File: src/design/assert_macros.svh
// Assertion macros shared by the shear pass modules.
`ifndef ASSERT_MACROS_SVH
`define ASSERT_MACROS_SVH

// Plain property checked on every rising clock edge outside reset.
`define LSLI_CHECK(label, prop) \
   label: assert property (@(posedge clock) disable iff (reset) (prop)) \
      else $error("lsli check failed");

// Condition in one cycle implies expression in the next.
`define LSLI_NEXT(label, cond, expr) \
   label: assert property (@(posedge clock) disable iff (reset) (cond) |=> (expr)) \
      else $error("lsli next-cycle check failed");

`endif

File: src/design/lsli_pkg.sv
// Types and constants of the line shear pass.
package lsli_pkg;

   localparam logic [1:0] CSR_SHEAR_FACTOR = 2'd0;
   localparam logic [1:0] CSR_LINE_LENGTH  = 2'd1;
   localparam logic [1:0] CSR_LINE_COUNT   = 2'd2;

   localparam int CSR_DATA_W  = 18;
   localparam int DX_MIN      = -4096;
   localparam int DX_MAX      = 4095;
   localparam int COUNT_CAP   = 4096;

   typedef struct packed {
      logic [11:0] dest_pos;
      logic [11:0] line_number;
      logic [31:0] out_pixel;
      logic        last;
   } rsp_item_type;

   typedef struct packed {
      logic [1:0]   count;
      rsp_item_type item0;
      rsp_item_type item1;
   } push_type;

endpackage

File: src/design/lsli_line_shift.sv
// Per-line shift: shear factor times distance from the center line, split into dx and fraction.
module lsli_line_shift (
   input  logic signed [17:0] shear_factor,
   input  logic        [11:0] line_index,
   input  logic        [12:0] line_count,
   output logic signed [12:0] shift_dx,
   output logic        [15:0] shift_frac
);

   logic        [11:0] half_w;
   logic signed [13:0] dist_w;
   logic signed [31:0] prod_w;
   logic signed [15:0] whole_w;

   always_comb begin
      half_w  = line_count[12:1];
      dist_w  = $signed({2'b00, line_index}) - $signed({2'b00, half_w});
      prod_w  = shear_factor * dist_w;
      shift_frac = prod_w[15:0];
      // upper half is floor(p / 65536) since the low part is the fraction
      whole_w = prod_w[31:16];
      if (whole_w < 16'(lsli_pkg::DX_MIN)) begin
         shift_dx = 13'(lsli_pkg::DX_MIN);
      end else if (whole_w > 16'(lsli_pkg::DX_MAX)) begin
         shift_dx = 13'(lsli_pkg::DX_MAX);
      end else begin
         shift_dx = whole_w[12:0];
      end
   end

endmodule

File: src/design/lsli_blend.sv
// Alpha-aware linear blend of two neighboring ARGB pixels.
module lsli_blend (
   input  logic [31:0] left_pixel,
   input  logic [31:0] right_pixel,
   input  logic [15:0] frac,
   output logic [31:0] blend_pixel
);

   function automatic logic [7:0] mix(input logic [7:0] a, input logic [7:0] b,
                                      input logic [15:0] f);
      logic [16:0] wl;
      logic [24:0] sum;
      wl  = 17'h10000 - {1'b0, f};
      sum = 25'(a) * 25'(wl) + 25'(b) * 25'(f);
      return sum[23:16];
   endfunction

   logic left_clear_w;
   logic right_clear_w;

   always_comb begin
      left_clear_w  = left_pixel[31:24] == 8'h00;
      right_clear_w = right_pixel[31:24] == 8'h00;
      if (left_clear_w && right_clear_w) begin
         blend_pixel = 32'h0000_0000;
      end else if (left_clear_w) begin
         blend_pixel = right_pixel;
      end else if (right_clear_w) begin
         blend_pixel = left_pixel;
      end else begin
         blend_pixel = {8'hFF,
                        mix(left_pixel[23:16], right_pixel[23:16], frac),
                        mix(left_pixel[15:8],  right_pixel[15:8],  frac),
                        mix(left_pixel[7:0],   right_pixel[7:0],   frac)};
      end
   end

endmodule

File: src/design/lsli_rsp_queue.sv
// Two-entry result queue; takes up to two results per beat and hands one out per cycle while rsp_ready is high.
`include "assert_macros.svh"
module lsli_rsp_queue (
   input  logic                  clock,
   input  logic                  reset,
   input  lsli_pkg::push_type    push,
   output logic [1:0]            room,
   output logic                  rsp_valid,
   input  logic                  rsp_ready,
   output lsli_pkg::rsp_item_type head
);

   lsli_pkg::rsp_item_type q_ff [2];
   lsli_pkg::rsp_item_type q_in [2];
   logic [1:0] count_ff;
   logic [1:0] count_in;
   logic [1:0] keep_w;
   logic       pop_w;

   always_comb begin
      pop_w  = rsp_valid && rsp_ready;
      keep_w = count_ff - {1'b0, pop_w};
      room   = 2'd2 - keep_w;
      q_in[0] = (keep_w != 2'd0) ? (pop_w ? q_ff[1] : q_ff[0]) : push.item0;
      if (keep_w == 2'd2) begin
         q_in[1] = q_ff[1];
      end else if (keep_w == 2'd1) begin
         q_in[1] = push.item0;
      end else begin
         q_in[1] = push.item1;
      end
      count_in = keep_w + push.count;
   end

   always_ff @(posedge clock) begin
      if (reset) begin
         count_ff <= 2'd0;
      end else begin
         count_ff <= count_in;
      end
      q_ff[0] <= q_in[0];
      q_ff[1] <= q_in[1];
   end

   assign rsp_valid = count_ff != 2'd0;
   assign head      = q_ff[0];

   `LSLI_CHECK(a_count_bound, count_ff <= 2'd2)
   `LSLI_CHECK(a_push_fits, push.count <= room)

endmodule

File: src/design/line_shear_linear_interp_core.sv
// Top level of the line shear pass with linear interpolation.
//
//  channel | direction | handshake              | payload
//  req     | in        | req_valid / req_ready  | req_in_pixel
//  rsp     | out       | rsp_valid / rsp_ready  | dest_pos, line_number, out_pixel, last
//  csr     | in        | csr_valid / csr_ready  | csr_index, csr_data
//
// One pixel per clock while rsp is not stalled: input register, combinational blend/shift logic, result queue.
// A req beat is registered in the input register, and its results in the queue before rsp shows them.
// The last pixel of a line gives up to two results; the queue absorbs the extra one because the
// first pixel of the next line gives none, so only rsp stalls ever hold a req beat.
// rsp stalls back up through the two-entry queue into the input register and req_ready.
// Synchronous reset clears line state and loads register defaults; csr_ready is always high.
`include "assert_macros.svh"
module line_shear_linear_interp_core #(
   parameter int MAX_LINE = 4096
) (
   input  logic        clock,
   input  logic        reset,
   input  logic        req_valid,
   output logic        req_ready,
   input  logic [31:0] req_in_pixel,
   output logic        rsp_valid,
   input  logic        rsp_ready,
   output logic [11:0] rsp_dest_pos,
   output logic [11:0] rsp_line_number,
   output logic [31:0] rsp_out_pixel,
   output logic        rsp_last,
   input  logic        csr_valid,
   output logic        csr_ready,
   input  logic [1:0]  csr_index,
   input  logic [lsli_pkg::CSR_DATA_W-1:0] csr_data
);

   localparam int LEN_CAP = (MAX_LINE < 4096) ? MAX_LINE : 4096;

   logic signed [17:0] shear_ff;
   logic        [12:0] length_ff;
   logic        [12:0] count_cfg_ff;

   logic        in_valid_ff;
   logic [31:0] in_pixel_ff;

   logic [31:0]        prev_pixel_ff;
   logic [11:0]        position_ff;
   logic [11:0]        line_index_ff;
   logic signed [12:0] line_shift_ff;
   logic [15:0]        line_frac_ff;

   logic [12:0]        len_w;
   logic [12:0]        cnt_w;
   logic signed [12:0] new_dx_w;
   logic [15:0]        new_frac_w;
   logic [31:0]        blend_w;
   logic signed [14:0] dx_ext_w;
   logic signed [14:0] pos1_w;
   logic signed [14:0] pos2_w;
   logic               start_w;
   logic               end_w;
   logic               emit1_w;
   logic               emit2_w;
   logic [11:0]        next_index_w;
   logic [1:0]         room_w;
   logic               fire_w;
   lsli_pkg::push_type     push_w;
   lsli_pkg::rsp_item_type res1_w;
   lsli_pkg::rsp_item_type res2_w;
   lsli_pkg::rsp_item_type head_w;

   always_comb begin
      len_w = length_ff;
      if (len_w < 13'd2) len_w = 13'd2;
      if (len_w > 13'(LEN_CAP)) len_w = 13'(LEN_CAP);
      cnt_w = count_cfg_ff;
      if (cnt_w < 13'd1) cnt_w = 13'd1;
      if (cnt_w > 13'(lsli_pkg::COUNT_CAP)) cnt_w = 13'(lsli_pkg::COUNT_CAP);
   end

   lsli_line_shift u_shift (
      .shear_factor (shear_ff),
      .line_index   (line_index_ff),
      .line_count   (cnt_w),
      .shift_dx     (new_dx_w),
      .shift_frac   (new_frac_w)
   );

   lsli_blend u_blend (
      .left_pixel  (prev_pixel_ff),
      .right_pixel (in_pixel_ff),
      .frac        (line_frac_ff),
      .blend_pixel (blend_w)
   );

   always_comb begin
      start_w  = position_ff == 12'd0;
      end_w    = {1'b0, position_ff} >= (len_w - 13'd1);
      dx_ext_w = {{2{line_shift_ff[12]}}, line_shift_ff};
      pos1_w   = $signed({3'b000, position_ff}) - 15'sd1 + dx_ext_w;
      pos2_w   = $signed({2'b00, len_w}) - 15'sd1 + dx_ext_w;
      emit1_w  = !start_w && (pos1_w >= 15'sd0) && (pos1_w < $signed({2'b00, len_w}));
      emit2_w  = !start_w && end_w && (pos2_w >= 15'sd0)
                 && (pos2_w < $signed({2'b00, len_w}));

      res1_w.dest_pos    = pos1_w[11:0];
      res1_w.line_number = line_index_ff;
      res1_w.out_pixel   = blend_w;
      res1_w.last        = !emit2_w;
      res2_w.dest_pos    = pos2_w[11:0];
      res2_w.line_number = line_index_ff;
      res2_w.out_pixel   = in_pixel_ff;
      res2_w.last        = 1'b1;

      push_w.count = {1'b0, emit1_w} + {1'b0, emit2_w};
      push_w.item0 = emit1_w ? res1_w : res2_w;
      push_w.item1 = res2_w;
      fire_w = in_valid_ff && (push_w.count <= room_w);
      if (!fire_w) push_w.count = 2'd0;

      next_index_w = line_index_ff + 12'd1;
      if ({1'b0, next_index_w} >= cnt_w) next_index_w = 12'd0;
   end

   assign req_ready = !in_valid_ff || fire_w;
   assign csr_ready = 1'b1;

   always_ff @(posedge clock) begin
      if (reset) begin
         shear_ff      <= 18'sd0;
         length_ff     <= 13'd4096;
         count_cfg_ff  <= 13'd4096;
         in_valid_ff   <= 1'b0;
         prev_pixel_ff <= 32'd0;
         position_ff   <= 12'd0;
         line_index_ff <= 12'd0;
         line_shift_ff <= 13'sd0;
         line_frac_ff  <= 16'd0;
      end else begin
         if (csr_valid && csr_ready) begin
            unique case (csr_index)
               lsli_pkg::CSR_SHEAR_FACTOR: shear_ff     <= $signed(csr_data[17:0]);
               lsli_pkg::CSR_LINE_LENGTH:  length_ff    <= csr_data[12:0];
               lsli_pkg::CSR_LINE_COUNT:   count_cfg_ff <= csr_data[12:0];
               default: ;
            endcase
         end
         if (req_ready) begin
            in_valid_ff <= req_valid;
         end
         if (fire_w) begin
            prev_pixel_ff <= in_pixel_ff;
            if (start_w) begin
               line_shift_ff <= new_dx_w;
               line_frac_ff  <= new_frac_w;
               position_ff   <= 12'd1;
            end else if (end_w) begin
               position_ff   <= 12'd0;
               line_index_ff <= next_index_w;
            end else begin
               position_ff   <= position_ff + 12'd1;
            end
         end
      end
      if (req_valid && req_ready) begin
         in_pixel_ff <= req_in_pixel;
      end
   end

   lsli_rsp_queue u_queue (
      .clock     (clock),
      .reset     (reset),
      .push      (push_w),
      .room      (room_w),
      .rsp_valid (rsp_valid),
      .rsp_ready (rsp_ready),
      .head      (head_w)
   );

   assign rsp_dest_pos    = head_w.dest_pos;
   assign rsp_line_number = head_w.line_number;
   assign rsp_out_pixel   = head_w.out_pixel;
   assign rsp_last        = head_w.last;

   `LSLI_CHECK(a_first_pixel_silent, !(fire_w && start_w) || (push_w.count == 2'd0))
   `LSLI_NEXT(a_held_beat_stays, in_valid_ff && !fire_w, in_valid_ff && $stable(in_pixel_ff))
   `LSLI_CHECK(a_position_bound, position_ff <= 12'(LEN_CAP - 1))

endmodule

File: config.mk
export PLATFORM = sky130hd
export DESIGN_NAME = line_shear_linear_interp_core
export DESIGN_NICKNAME = d
export VERILOG_FILES = /design/src/design/lsli_pkg.sv /design/src/design/lsli_line_shift.sv /design/src/design/lsli_blend.sv /design/src/design/lsli_rsp_queue.sv /design/src/design/line_shear_linear_interp_core.sv
export VERILOG_INCLUDE_DIRS = /design/src /design/src/design
export SDC_FILE = /design/constraint.sdc
export NUM_CORES = 2
export LEC_CHECK = 0
export BUFFER_PORTS_ARGS = -buffer_cell sky130_fd_sc_hd__buf_2
export CAP_MARGIN = 20
export CORE_MARGIN = 5
export CORE_UTILIZATION = 40
export DETAILED_ROUTE_END_ITERATION = 8
export HOLD_SLACK_MARGIN = 0.06
export PLACE_DENSITY = 0.52
export SLEW_MARGIN = 40
export SYNTH_ARGS = -nofsm -noshare
export SYNTH_HDL_FRONTEND = slang
export SYNTH_SLANG_ARGS = --single-unit
File: constraint.sdc
create_clock -name clock -period 9.3 [get_ports clock]
set_clock_uncertainty 0.15 [all_clocks]
set_input_delay 0.465 -clock clock [delete_from_list [all_inputs] [get_ports clock]]
set_output_delay 0.465 -clock clock [all_outputs]
set_load 0.02 [all_outputs]
# Yosys cells after proc, flatten, opt, wreduce, memory -nomap -nowiden
# Memories as Yosys holds them, arrays and structs flattened.
# Cells that the tools add are included.
# word_totals
ff_bits,164
mem_bits_rw,114
input_bits,57
n_memories,1
# op_classes
addsub,16
mul,7
magnitude_cmp,13
n_eq_ne,4
n_mux,18
bitwise_logic,1
reduce_logical,24
# memory_table
name,words,word_bits,read_ports,rd_clocked_by_memory_dff,wr,line,rtl
u_queue.q_ff,2,57,2,0,2,lsli_rsp_queue.sv:13,lsli_pkg::rsp_item_type q_ff [2];
# ops
operator,n
$mux 57,5
$mux 32,3
$mux 13,6
$add 24x24->24,3
$mul 8x16->24,3
$mul 8x17->24,3
$mux 12,3
$mul 18x13->31,1
$ge 12x13->1,2
$gt 13x13->1 const B,2
$add 12x1->12 const B,2
$sub 17x16->17 const A,1
$gt 16x13->1 const B,1
$logic_not 8->1,2
$lt 16x13->1 const B,1
$add 14x13->15,1
$ge 15x1->1 const B,1
$lt 15x14->1,1
$add 13x13->14,1
$ge 14x1->1 const B,1
$lt 14x14->1,1
$sub 13x1->14 const B,1
$lt 13x1->1 const B,1
$lt 13x2->1 const B,1
20 further kinds,36

# Logic depth before layout (Yosys ltp)
# logic_depth
ltp_word,14
mapped_depth,37
depth_no_buf,35

# By module
# From an unflattened synthesis, not the netlist that was laid out.
# unflattened
cells_unflattened,5305
area_unflattened_um2,49023.3
# by_module_without_submodules
module,n_inst,cells_each,area_per_inst_um2,seq_area_each_um2
lsli_blend,1,2858,24903.9,0.0
line_shear_linear_interp_core,1,1136,9731.8,3563.4
lsli_line_shift,1,990,8921.1,0.0
lsli_rsp_queue,1,321,5466.5,3463.3

# Worst setup path after synthesis
# OpenSTA, ideal clock, no wires.
# synth_path
path_kind,reg2reg
from,register count_cfg_ff[12]
to,register line_shift_ff[10]
setup_time_ns,0.067
arrival_time_ns,8.205
t_required_ns,9.083
slack_ns,0.877
stages_incl_launch_ff,36
synth_period_minus_slack_ns,8.423
cell_sequence,dfxtp_1 > inv_1 > clkbuf_1 > nand2_1 > ha_1 > o21ai_0 > a21boi_0 > o21ai_0 > a21oi_1 > o21ai_0 > a21oi_1 > o21a_1 > o21a_1 > clkbuf_1 > or3b_2 > fa_1 > fa_1 > inv_1 > fa_1 > fa_1 > fa_1 > inv_1 > fa_1 > inv_1 > ha_1 > a21o_1 > a221oi_2 > o21ai_2 > a311oi_4 > o21ai_2 > a41oi_2 > xnor2_1 > a31oi_1 > a211o_1 > buf_2 > o21ai_2
# synth_between
elab_chain_cells,9
elab_cells_between_ends,10
cone_classes,1 x add/sub; 1 x mul; 4 x order compare; 4 x mux
# synth_rtl
element,line,rtl
from (decl),line_shear_linear_interp_core.sv:39,logic [12:0] count_cfg_ff;
from (signal assigned),line_shear_linear_interp_core.sv:142,lsli_pkg::CSR_LINE_COUNT: count_cfg_ff <= csr_data[12:0];
$lt 13x1->1,line_shear_linear_interp_core.sv:75,if (cnt_w < 13'd1) cnt_w = 13'd1;
$mux 13 (*),line_shear_linear_interp_core.sv:75,
$gt 13x13->1,line_shear_linear_interp_core.sv:76,if (cnt_w > 13'(lsli_pkg::COUNT_CAP)) cnt_w = 13'(lsli_pkg::COUNT_CAP);
$mux 13 (*),line_shear_linear_interp_core.sv:76,
$sub 12x12->13 (*),lsli_line_shift.sv:17,"dist_w = $signed({2'b00, line_index}) - $signed({2'b00, half_w});"
$mul 18x13->31 (*),lsli_line_shift.sv:18,prod_w = shear_factor * dist_w;
$gt 16x13->1,lsli_line_shift.sv:24,end else if (whole_w > 16'(lsli_pkg::DX_MAX)) begin
$mux 13,lsli_line_shift.sv:24,
$mux 13 (*),lsli_line_shift.sv:22,if (whole_w < 16'(lsli_pkg::DX_MIN)) begin
to (signal assigned),line_shear_linear_interp_core.sv:152,line_shift_ff <= new_dx_w;
to (decl),line_shear_linear_interp_core.sv:47,logic signed [12:0] line_shift_ff;
# Mark *: on every way between the ends. The rest lies on a longest branch, timed or not.
# A chain may end at the register's enable or synchronous reset.

==> results by group <==
Status
  • Status: finished clean

STA
  • RSZ-0062 raised after global routing: no
  • FMAX: 0.115 GHz
  • Period utilisation layout: 93.7%
  • Fin crit period: 8.72 ns
  • Final hold viol count: 0
  • Final setup fails: 0
  • Post-route setup slack: 0.584 ns
  • Pins over their slew limit: 0
  • Slew headroom: 41.6%
  • Worst hold margin: 0.148 ns
  • Setup_tns: 0 ns
  • Worst Max-Slew Pin Slew: 0.876 ns

Die
  • Die Ht: 353 microns
  • Ports: 117
  • Die width: 353 microns
  • Initial Util: 40.3%
  • Die Area: 124000 sq um
  • Site Rows: 125
  • Core area: 116000 sq um

Clocking
  • Post-CTS Setup Inserts: 0
  • CTS sink count: 278
  • CTS tree: yes
  • H-tree depth: 2
  • Root buf cell: clkbuf_16
  • TritonCTS Buffers: 36
  • CTS max path bufs: 3
  • Reg clk slew, reported paths: 0.06 ns
  • Worst skew pair latency: 0.60 ns

Place
  • Pre-CTS setup slack: 0.536 ns
  • GP Congestion: 0.839
  • Port Buf Inserts: 115
  • HPWL Detailed: 106000 microns
  • Placed cell area: 49100 sq um

Power
  • Leakage power: 22.4 nW
  • Worst VDD drop: 198 uV
  • Tot Pwr: 10.2 mW
  • PwrDens: 202 nW/um^2

Job
  • Max Cap Viol: 0

Routing
  • # DRC: 0
  • DRT Pass-1 Iters: 6
  • Antenna viol nets, final: 0
  • WL final: 136000 microns
  • DR iter-0 viols: 2145
  • DR vias: 34416
  • Via density: 5.14
  • Average wire per standard cell: 20.2 microns

Worst setup path
  • CP max stage cell: nor4_1
  • CP Buf/Inv Count: 5
  • Setup CP Type: flop to flop
  • Critical Path Max Stage Delay: 0.59 ns
  • Most used cell, CP: fa_1
  • CP arrival: 8.87 ns
  • Setup crit end kind: flop
  • CP required: 9.45 ns
  • Crit path max fanout: 17
  • Startpoint Class: flop
  • Kind of cell adding the most delay to the critical path: adder cells

Global route
  • First-pass GRT wire length: 217000 microns
  • Initial antenna violation count: 4
  • Gr usage total: 22.3%
  • Gr ovfl total: 0
  • Pin count of the biggest net entering global routing: 60
  • Vias in the first global route: 37006

Yosys
  • Post-synth EDFFs: 146
  • FFs w/ async S/R, synth: 0%
  • Post-synthesis register bit count: 278
  • Top_reg_cell synth: edfxtp_1
  • Mapped Nets: 6455
  • Synth Cell Area: 46900 sq um
  • Gate Count Post-Synth: 5158
  • Sequential fraction of the synthesis area: 15.0%
  • Synth unique cells: 88
  • Yosys warns: 0
  • Mean Syn Cell Area: 9.10 sq um

Layout
  • Layout cells sized above 1: 8.03%
  • Area delta synth->final: 8.25%
  • Final nets: 6441
  • Finished Cell Area: 50800 sq um

Min path
  • Hold Path Class: primary input to flop
## registers in the layout, indices dropped and copies added (netlist names)
signal	count
length_ff	13
in_valid_ff	1
line_shift_ff	13
u_queue.q_ff	114
u_queue.count_ff	2
shear_ff	18
position_ff	12
line_index_ff	12
in_pixel_ff	32
line_frac_ff	16
prev_pixel_ff	32
count_cfg_ff	13
## path summary, 6_finish.rpt
path	startpoint	endpoint	cells past startpoint	slack [ns]
setup / recovery	line_frac_ff[0]	u_queue.q_ff[0][65]	28	0.58
hold / removal	reset	position_ff[1]	2	0.15
setup reg to reg	line_frac_ff[0]	u_queue.q_ff[0][65]	28	0.58
hold reg to reg	length_ff[5]	length_ff[5]	2	0.32
## synthesized netlist by cell type, types with 18 or more instances
master	n	area (sq um)
nor3_1	26	130
ha_1	384	4800
nand3_1	33	165
nand2b_1	27	169
o21a_1	19	143
a21o_1	49	368
fa_1	856	17100
nor2b_1	31	194
dfxtp_1	132	2640
and2_1	350	2190
nand2_1	910	3420
nor3b_1	24	180
a21oi_1	206	1030
xnor2_1	90	788
a31oi_1	19	119
clkbuf_1	240	901
inv_1	883	3310
mux2_2	26	293
o21ai_0	101	505
xor2_1	51	447
buf_4	58	435
edfxtp_1	146	4380
buf_1	31	116
nor2_1	154	578
nor4_1	18	113
and3_1	21	131
## final cells by class
type	instances	area, sq um
inverter	886	3330
antenna	4	10.0
clock inverter	21	239
clock buffer	44	941
fill	11561	65600
multi-input combinational	3654	35300
timing repair buffer	288	2080
tap	1524	1910
sequential	278	7040
## where the power goes
group          leakage (nW)  total (mW)  internal, mW  switching [mW]
combinational          19.2        6.54          2.37            4.18
sequential             2.58        2.28          1.87           0.407
clock                 0.570        1.43         0.795           0.632
## cell usage in the layout (no fill, tap or decap), drive strengths merged, types with 14 or more instances in the layout
master,synthesis,final
nand3,33,33
o21a,20,20
mux2i,14,14
nor2,164,164
nand2,910,910
dlygate4sd3,0,51
a21o,49,49
nor3b,25,25
buf,100,237
xnor2,91,91
ha,384,384
a211oi,17,17
clkinv,1,15
nand2b,27,27
mux2,26,26
nor2b,31,31
a22o,14,14
and3,22,22
o21ai,124,124
a22oi,15,15
clkbuf,240,44
dfxtp,132,132
a31oi,19,19
xor2,51,51
and2,350,350
edfxtp,146,146
a21oi,206,206
nand4,16,16
nor4,20,20
nor3,28,28
inv,885,888
fa,856,856
## metrics by stage
step	instances	utilization (%)
after floorplan	5158	-
after global placement	6565	42.0
after detailed placement	6578	42.2
after CTS	6694	43.6
after global routing	6695	43.7
final	6699	43.7
## repair_timing
item | in CTS | in global routing
gates resized for setup | 0 | 3
hold buffers | 51 | 0
hold endpoints to repair | 77 | 0
setup endpoints to repair | 0 | 14
## cells by family after synthesis
kind of cell / count (synthesis) / share of synthesized area [%]
AO/OA/AOI/OAI: 556 / 7.54
XOR/XNOR: 142 / 2.69
adder cells (fa/ha/maj): 1240 / 46.8
buffers and inverters: 1226 / 10.3
flip-flops: 278 / 15.0
multiplexers: 40 / 0.922
other: 2 / 0.0160
AND/OR/NAND/NOR: 1674 / 16.8
## worst register-to-register path, delay by kind of cell, from the launching register on
family | cells | cell delay (ns)
AO/OA/AOI/OAI | 6 | 1.70
XOR/XNOR | 2 | 0.65
adder cells (fa/ha/maj) | 8 | 3.46
buffers and inverters | 5 | 0.55
flip-flops | 1 | 0.31
AND/OR/NAND/NOR | 7 | 1.61
## routing by layer
layer | up-vias | GRT usage (%) | wire [microns]
li1 | 15861 | - | -
met1 | 17614 | 29.9 | 59000
met2 | 793 | 38.0 | 65200
met3 | 148 | 3.61 | 7540
met4 | 0 | 5.59 | 3730
met5 | - | 0 | 0
Note: power is estimated with default switching activity, not from simulation.
